**config.mk**
```make
export PLATFORM = sky130hd
export DESIGN_NAME = gsd_ctrl
export DESIGN_NICKNAME = d
export VERILOG_FILES = /design/src/design/graph_shortest_distances_macros.svh /design/src/design/gsd_pkg.sv /design/src/design/gsd_ctrl.sv
export SDC_FILE = /design/constraint.sdc
export NUM_CORES = 1
export LEC_CHECK = 0
export BUFFER_PORTS_ARGS = -buffer_cell sky130_fd_sc_hd__buf_2
export CORE_MARGIN = 1
export CORE_UTILIZATION = 40
export CTS_CLUSTER_SIZE = 16
export DETAILED_ROUTE_END_ITERATION = 6
export HOLD_SLACK_MARGIN = 0.02
export PLACE_DENSITY = 0.7
export SLEW_MARGIN = 40
export SYNTH_ARGS = -nofsm -noshare
export SYNTH_HDL_FRONTEND = slang
export SYNTH_SLANG_ARGS = --single-unit
```
**constraint.sdc**
```tcl
create_clock -name clk -period 2.3 [get_ports clk]
set_clock_uncertainty 0.15 [all_clocks]
set_input_delay 0.23 -clock clk [delete_from_list [all_inputs] [get_ports clk]]
set_output_delay 0.23 -clock clk [all_outputs]
set_load 0.02 [all_outputs]
```
**src/design/graph_shortest_distances_macros.svh**
```systemverilog
// ----------------------------------------------------------------------------
// graph shortest distances: assertion macros
// shared concurrent check forms, clocked on clk and disabled during rst
// ----------------------------------------------------------------------------
`ifndef GRAPH_SHORTEST_DISTANCES_MACROS_SVH
`define GRAPH_SHORTEST_DISTANCES_MACROS_SVH

// condition holds at every clock edge out of reset
`define GSD_ASSERT_HOLDS(label, cond, msg) \
  label: assert property (@(posedge clk) disable iff (rst) (cond)) \
    else $error(msg);

// consequent holds in the cycle after the antecedent
`define GSD_ASSERT_NEXT(label, ante, cons, msg) \
  label: assert property (@(posedge clk) disable iff (rst) (ante) |=> (cons)) \
    else $error(msg);

// consequent holds in the same cycle as the antecedent
`define GSD_ASSERT_SAME(label, ante, cons, msg) \
  label: assert property (@(posedge clk) disable iff (rst) (ante) |-> (cons)) \
    else $error(msg);

`endif

```
**src/design/gsd_pkg.sv**
```systemverilog
// ----------------------------------------------------------------------------
// gsd_pkg
// types, codes and fixed field widths shared by the shortest distance engine
// ----------------------------------------------------------------------------
package gsd_pkg;

  // fixed field widths
  localparam int STATE_W    = 10;
  localparam int COST_W     = 16;
  localparam int OP_W       = 3;
  localparam int OUT_DIST_W = 32;
  localparam int CFG_IDX_W  = 2;
  localparam int CFG_DATA_W = 11;
  localparam int NUM_W      = 11;

  // command codes
  typedef enum logic [OP_W-1:0] {
    OP_ADD_EDGE  = 3'd0,
    OP_MARK_GOAL = 3'd1,
    OP_RUN       = 3'd2,
    OP_READ      = 3'd3,
    OP_CLEAR     = 3'd4
  } op_t;

  // result status codes
  typedef enum logic [1:0] {
    ST_OK         = 2'd0,
    ST_FULL       = 2'd1,
    ST_RANGE      = 2'd2,
    ST_UNCOMPUTED = 2'd3
  } status_t;

  // configuration register indexes
  localparam logic [CFG_IDX_W-1:0] CFG_STATE_COUNT = 2'd0;
  localparam logic [CFG_IDX_W-1:0] CFG_INIT_STATE  = 2'd1;
  localparam logic [CFG_IDX_W-1:0] CFG_DO_FORWARD  = 2'd2;
  localparam logic [CFG_IDX_W-1:0] CFG_DO_BACKWARD = 2'd3;

  // controller states
  typedef enum logic [3:0] {
    S_RST_CLR,
    S_IDLE,
    S_EXEC,
    S_CLR,
    S_READ,
    S_INIT_RD,
    S_INIT_WR,
    S_SCAN_RD,
    S_SCAN_CHK,
    S_SCAN_DONE,
    S_EDGE_RD,
    S_EDGE_CHK,
    S_DIST_CHK
  } state_t;

  // distance memory read address source
  typedef enum logic [1:0] {
    ADDR_IDX,
    ADDR_EDGE_TO,
    ADDR_INPUT
  } addr_sel_t;

  // distance memory write kind
  typedef enum logic [1:0] {
    WR_NONE,
    WR_SEED,
    WR_SETTLE,
    WR_RELAX
  } wr_kind_t;

  // one stored edge
  typedef struct packed {
    logic [STATE_W-1:0] src;
    logic [STATE_W-1:0] tgt;
    logic [COST_W-1:0]  cost;
  } edge_t;

  // controller to datapath commands
  typedef struct packed {
    logic      cap;
    logic      exec;
    logic      finish;
    logic      run_start;
    logic      mark_done;
    logic      set_dir;
    logic      dir_val;
    logic      idx_clr;
    logic      idx_inc;
    logic      eidx_clr;
    logic      eidx_inc;
    logic      goal_clr;
    logic      scan_chk;
    addr_sel_t addr_sel;
    wr_kind_t  wr_kind;
  } ctl_cmd_t;

  // datapath to controller status
  typedef struct packed {
    logic [OP_W-1:0] op;
    logic            n_zero;
    logic            do_fwd;
    logic            do_bwd;
    logic            dir;
    logic            idx_end;
    logic            idx_gend;
    logic            eidx_end;
    logic            edge_none;
    logic            found;
    logic            edge_match;
  } dp_sts_t;

endpackage

```
**src/design/gsd_ctrl.sv**
```systemverilog
// ----------------------------------------------------------------------------
// gsd_ctrl
// sequencer for command decode, goal clearing, seeding, minimum scan and
// edge relaxation of the label-setting search
// ----------------------------------------------------------------------------
module gsd_ctrl import gsd_pkg::*; (
  input  logic     clk,
  input  logic     rst,
  input  logic     start,
  input  dp_sts_t  sts,
  output ctl_cmd_t cmd,
  output logic     busy
);

  state_t state, state_next;

  // state register
  always_ff @(posedge clk) begin
    if (rst) begin
      state <= S_RST_CLR;
    end else begin
      state <= state_next;
    end
  end

  assign busy = (state != S_IDLE);

  // next state and commands
  always_comb begin
    cmd        = '0;
    cmd.addr_sel = ADDR_IDX;
    cmd.wr_kind  = WR_NONE;
    state_next = state;
    case (state)
      S_RST_CLR: begin
        cmd.goal_clr = 1'b1;
        if (sts.idx_gend) begin
          cmd.idx_clr = 1'b1;
          state_next  = S_IDLE;
        end else begin
          cmd.idx_inc = 1'b1;
        end
      end
      S_IDLE: begin
        if (start) begin
          cmd.cap     = 1'b1;
          cmd.idx_clr = 1'b1;
          state_next  = S_EXEC;
        end
      end
      S_EXEC: begin
        case (sts.op)
          OP_ADD_EDGE, OP_MARK_GOAL: begin
            cmd.exec   = 1'b1;
            cmd.finish = 1'b1;
            state_next = S_IDLE;
          end
          OP_CLEAR: begin
            cmd.exec   = 1'b1;
            state_next = S_CLR;
          end
          OP_READ: begin
            cmd.addr_sel = ADDR_INPUT;
            state_next   = S_READ;
          end
          OP_RUN: begin
            cmd.run_start = 1'b1;
            if (sts.n_zero) begin
              cmd.finish = 1'b1;
              state_next = S_IDLE;
            end else if (sts.do_fwd) begin
              cmd.set_dir = 1'b1;
              cmd.dir_val = 1'b0;
              state_next  = S_INIT_RD;
            end else if (sts.do_bwd) begin
              cmd.set_dir = 1'b1;
              cmd.dir_val = 1'b1;
              state_next  = S_INIT_RD;
            end else begin
              cmd.finish = 1'b1;
              state_next = S_IDLE;
            end
          end
          default: begin
            cmd.finish = 1'b1;
            state_next = S_IDLE;
          end
        endcase
      end
      S_CLR: begin
        cmd.goal_clr = 1'b1;
        if (sts.idx_gend) begin
          cmd.idx_clr = 1'b1;
          cmd.finish  = 1'b1;
          state_next  = S_IDLE;
        end else begin
          cmd.idx_inc = 1'b1;
        end
      end
      S_READ: begin
        cmd.finish = 1'b1;
        state_next = S_IDLE;
      end
      // seed every active state, goal mark read in S_INIT_RD ahead of the write in S_INIT_WR
      S_INIT_RD: begin
        state_next = S_INIT_WR;
      end
      S_INIT_WR: begin
        cmd.wr_kind = WR_SEED;
        if (sts.idx_end) begin
          cmd.idx_clr = 1'b1;
          state_next  = S_SCAN_RD;
        end else begin
          cmd.idx_inc = 1'b1;
          state_next  = S_INIT_RD;
        end
      end
      // linear scan for the frontier state of least distance
      S_SCAN_RD: begin
        cmd.addr_sel = ADDR_IDX;
        state_next   = S_SCAN_CHK;
      end
      S_SCAN_CHK: begin
        cmd.scan_chk = 1'b1;
        if (sts.idx_end) begin
          state_next = S_SCAN_DONE;
        end else begin
          cmd.idx_inc = 1'b1;
          state_next  = S_SCAN_RD;
        end
      end
      S_SCAN_DONE: begin
        if (!sts.found) begin
          cmd.mark_done = 1'b1;
          if (!sts.dir && sts.do_bwd) begin
            cmd.set_dir = 1'b1;
            cmd.dir_val = 1'b1;
            cmd.idx_clr = 1'b1;
            state_next  = S_INIT_RD;
          end else begin
            cmd.finish = 1'b1;
            state_next = S_IDLE;
          end
        end else begin
          cmd.wr_kind  = WR_SETTLE;
          cmd.eidx_clr = 1'b1;
          if (sts.edge_none) begin
            cmd.idx_clr = 1'b1;
            state_next  = S_SCAN_RD;
          end else begin
            state_next = S_EDGE_RD;
          end
        end
      end
      // walk the edge store for edges leaving the settled state
      S_EDGE_RD: begin
        state_next = S_EDGE_CHK;
      end
      S_EDGE_CHK: begin
        if (sts.edge_match) begin
          cmd.addr_sel = ADDR_EDGE_TO;
          state_next   = S_DIST_CHK;
        end else if (sts.eidx_end) begin
          cmd.idx_clr = 1'b1;
          state_next  = S_SCAN_RD;
        end else begin
          cmd.eidx_inc = 1'b1;
          state_next   = S_EDGE_RD;
        end
      end
      S_DIST_CHK: begin
        cmd.wr_kind = WR_RELAX;
        if (sts.eidx_end) begin
          cmd.idx_clr = 1'b1;
          state_next  = S_SCAN_RD;
        end else begin
          cmd.eidx_inc = 1'b1;
          state_next   = S_EDGE_RD;
        end
      end
      default: begin
        state_next = S_IDLE;
      end
    endcase
  end

endmodule

```
==> flow_metrics.env <==
export IMPL_p_int_w=0.0001993
export IMPL_final_antenna_net_count=0
export IMPL_synth_avg_cell_area_sq_um=6.536
export IMPL_power_frac_comb_pct=48.0
export IMPL_yosysWarnings=0
export IMPL_largest_register="state"
export IMPL_drive_above_1_share_pct=34.67
export IMPL_nFillCells=186
export IMPL_fp_coreArea_sq_um=1745
export IMPL_root_buffer="sky130_fd_sc_hd__clkbuf_4"
export IMPL_sequential_cell_area_sq_um=82.58
export IMPL_transition_time_at_the_pin_with_the_least_slew_margin_ns=0.3676
export IMPL_cts_buffers=3
export IMPL_finalNetCount=168
export IMPL_cpMostUsedCell="sky130_fd_sc_hd__nand2_2"
export IMPL_final_setup_viol_count=0
export IMPL_pwr_share_clk_pct=26.1
export IMPL_overflow=0
export IMPL_multi_input_comb_area_sq_um=621.8
export IMPL_via_count=987
export IMPL_net_switching_power_w=0.0001330
export IMPL_path_max_fanout=16
export IMPL_drv_slew=0
export IMPL_max_clock_freq_ghz=0.4623
export IMPL_timing_setup_tns_ns=0
export IMPL_crit_path_start_kind="flip-flop"
export IMPL_cp_slowest_cell="sky130_fd_sc_hd__dfxtp_2"
export IMPL_std_cell_rows=15
export IMPL_wl_per_cell_microns=13.51
export IMPL_mostFrequentLayoutCell="sky130_fd_sc_hd__buf_2"
export IMPL_die_width_microns=45.54
export IMPL_final_cell_mix="33 x sky130_fd_sc_hd__buf_2, 13 x sky130_fd_sc_hd__nor2_1, 13 x sky130_fd_sc_hd__a21oi_1, 10 x sky130_fd_sc_hd__nand2_1"
export IMPL_biggest_area_consumer_among_synthesized_cells="sky130_fd_sc_hd__dfxtp_1"
export IMPL_setup_worst_path_end_class="primary output"
export IMPL_gp_congestion=0.9111
export IMPL_post_drt_via_cell_ratio=5.640
export IMPL_cts_reportedPaths_clkPinSlew_ns=0.03
export IMPL_path_buf_inv=1
export IMPL_timing_final_crit_share_pct=94.06
export IMPL_syn2layout_area_growth_pct=29.21
export IMPL_ioPinCount=34
export IMPL_required_time_of_the_worst_setup_path_ns=1.92
export IMPL_grt_max_degree=20
export IMPL_post_route_drc_count=0
export IMPL_final_critical_path_setup_slack_ns=0.1367
export IMPL_flip_flop_count_of_the_largest_register_all_copies_and_words_added=4
export IMPL_grt_pass1_vias=829
export IMPL_portBuffers=33
export IMPL_design_die_area_sq_um=2074
export IMPL_global_route_usage_total_pct=23.24
export IMPL_power_share_sequential_pct=25.9
export IMPL_power_switching_fraction_pct=40.02
export IMPL_status="complete, no violations"
export IMPL_cts_htree_levels=1
export IMPL_final_hold_violation_count=0
export IMPL_yosysSeqAreaShare_pct=10.56
export IMPL_grt_pass1_wl_microns=3567
export IMPL_cap_violations=0
export IMPL_cells_along_the_critical_path="nand2_2 > or3_1 > a21boi_2 > nand2_2 > nand3_1 > buf_2"
export IMPL_ys_types=40
export IMPL_initial_utilization_pct=43.44
export IMPL_cts_buffer_depth=2
export IMPL_synthesis_nets=132
export IMPL_worst_hold_path_type="in2reg"
export IMPL_power_density_nw_per_um2=339.2
export IMPL_cts_tree="done"
export IMPL_grt_setup_unrepaired="no"
export IMPL_critical_path_max_stage_delay_ns=0.50
export IMPL_top_regs="state (4)"
export IMPL_worst_skew_pair_late_latency_ns=0.24
export IMPL_detailed_place_hpwl_microns=1869
export IMPL_wirelength_microns=2364
export IMPL_critical_path_top_delay_family="simple AND/OR/NAND/NOR gates"
export IMPL_antenna_diode_count=0
export IMPL_critPathKind="reg2out"
export IMPL_vdd_ir_drop_worst_v=0.0002494
export IMPL_die_h_microns=45.54
export IMPL_synthTopCellsByArea="sky130_fd_sc_hd__dfxtp_1 11%, sky130_fd_sc_hd__a21oi_1 8.6%, sky130_fd_sc_hd__nand2b_1 6.6%"
export IMPL_post_synth_inst_count=116
export IMPL_finalWorstPathRequiredPeriod_ns=2.163
export IMPL_leakagePower_nw=0.4401
export IMPL_netlist_area_sq_um=758.2
export IMPL_synth_seq_cells=4
export IMPL_slew_headroom_pct=75.44
export IMPL_place_worst_setup_slack_ns=0.1990
export IMPL_first_iter_violations=15
export IMPL_number_of_antenna_violations_at_the_first_check_in_global_routing=0
export IMPL_clkSinkCount=4
export IMPL_detailedRoute_firstPassIterationCount=4
export IMPL_critPathArrivalTime_ns=1.78
export IMPL_synth_top_area_share_pct=10.56
==> Yosys cell counts, drive strengths merged <==
library cell	instances
a2111oi	1
a21boi	2
a21oi	13
a221o	2
a222oi	1
a311oi	1
a31o	1
a31oi	1
a32oi	1
and2	1
and2b	1
and3	2
buf	5
clkbuf	3
dfxtp	4
inv	3
mux2i	1
nand2	12
nand2b	8
nand3	5
nand3b	1
nor2	13
nor2b	8
nor3	4
nor3b	1
nor4	2
nor4b	1
o21a	1
o21ai	5
o221ai	1
o31ai	1
o32a	1
o32ai	3
or2	2
or3	4
==> final cells by class <==
cell class | instances | share of cell area (%)
multi-input cells | 101 | 63.47
flip-flops and latches | 4 | 8.429
clock buffers | 3 | 2.299
inverters | 3 | 1.149
well taps | 25 | 3.193
repair buffers | 39 | 21.46
==> metrics by stage <==
stage / instances / total power (W) / instance area, sq um / utilization (%) / hold slack (ns)
2_1_floorplan: 116 / 0.0001949 / 758.2 / - / 0.1479
3_3_place_gp: 171 / 0.0002420 / 947.2 / 54.27 / 0.3304
3_5_place_dp: 171 / 0.0002435 / 947.2 / 54.27 / 0.3257
4_1_cts: 174 / 0.0003328 / 970.9 / 55.63 / 0.06987
5_1_grt: 175 / 0.0003551 / 979.7 / 56.13 / 0.08546
6_report: 175 / 0.0003323 / 979.7 / 56.13 / 0.07770
==> worst paths after layout <==
path / start / endpoint / slack, ns / depth (start not counted)
setup / recovery: state[0] / cmd[9] / 0.14 / 6
hold / removal: rst / state[0] / 0.08 / 2
setup reg to reg: state[0] / state[0] / 0.54 / 4
hold reg to reg: state[2] / state[3] / 0.54 / 2
==> power by group through the flow <==
| stage | logic, W | clock network (W) | registers, W |
|---|---|---|---|
| after CTS | 0.000158 | 0.0000888 | 0.0000855 |
| after detailed placement | 0.000157 | 0 | 0.0000861 |
| after floorplan | 0.000116 | 0 | 0.0000792 |
| after global placement | 0.000157 | 0 | 0.0000852 |
| final | 0.000159 | 0.0000868 | 0.0000860 |
| after global routing | 0.000173 | 0.0000950 | 0.0000868 |
==> kinds of logic (layout without fill, tap and decap cells) <==
group / after synthesis / count (layout) / share of synthesized area, %
multiplexers: 1 / 1 / 1.320
AO/OA/AOI/OAI: 35 / 35 / 33.33
AND/OR/NAND/NOR: 65 / 65 / 47.36
flip-flops: 4 / 4 / 10.56
buffers and inverters: 11 / 45 / 7.425
==> per-layer routing <==
metal  up-vias  global-route usage (%)  share of wire [%]
met4         0                   7.879                1.0
met5         -                       0                  0
li1        494                       -                  -
met2        39                   39.14                 47
met3         2                   3.571                6.4
met1       452                   29.76                 46
==> repair_timing <==
| action | CTS | global route |
|---|---|---|
| hold buffers | 0 | 0 |
| pin swaps | 0 | 1 |
| endpoints found under the setup margin | 2 | 2 |
| setup buffers | 0 | 1 |
| resized for setup | 1 | 1 |
| gates cloned | 0 | 0 |
==> worst reg2reg max path, stage by stage (launching register included) <==
cell and delay, ns:
sky130_fd_sc_hd__dfxtp_2 0.50, sky130_fd_sc_hd__or2_1 0.29, sky130_fd_sc_hd__nand2_1 0.09, sky130_fd_sc_hd__a221o_1 0.38
sky130_fd_sc_hd__a311oi_2 0.26
Note: power is estimated with default switching activity, not from simulation.
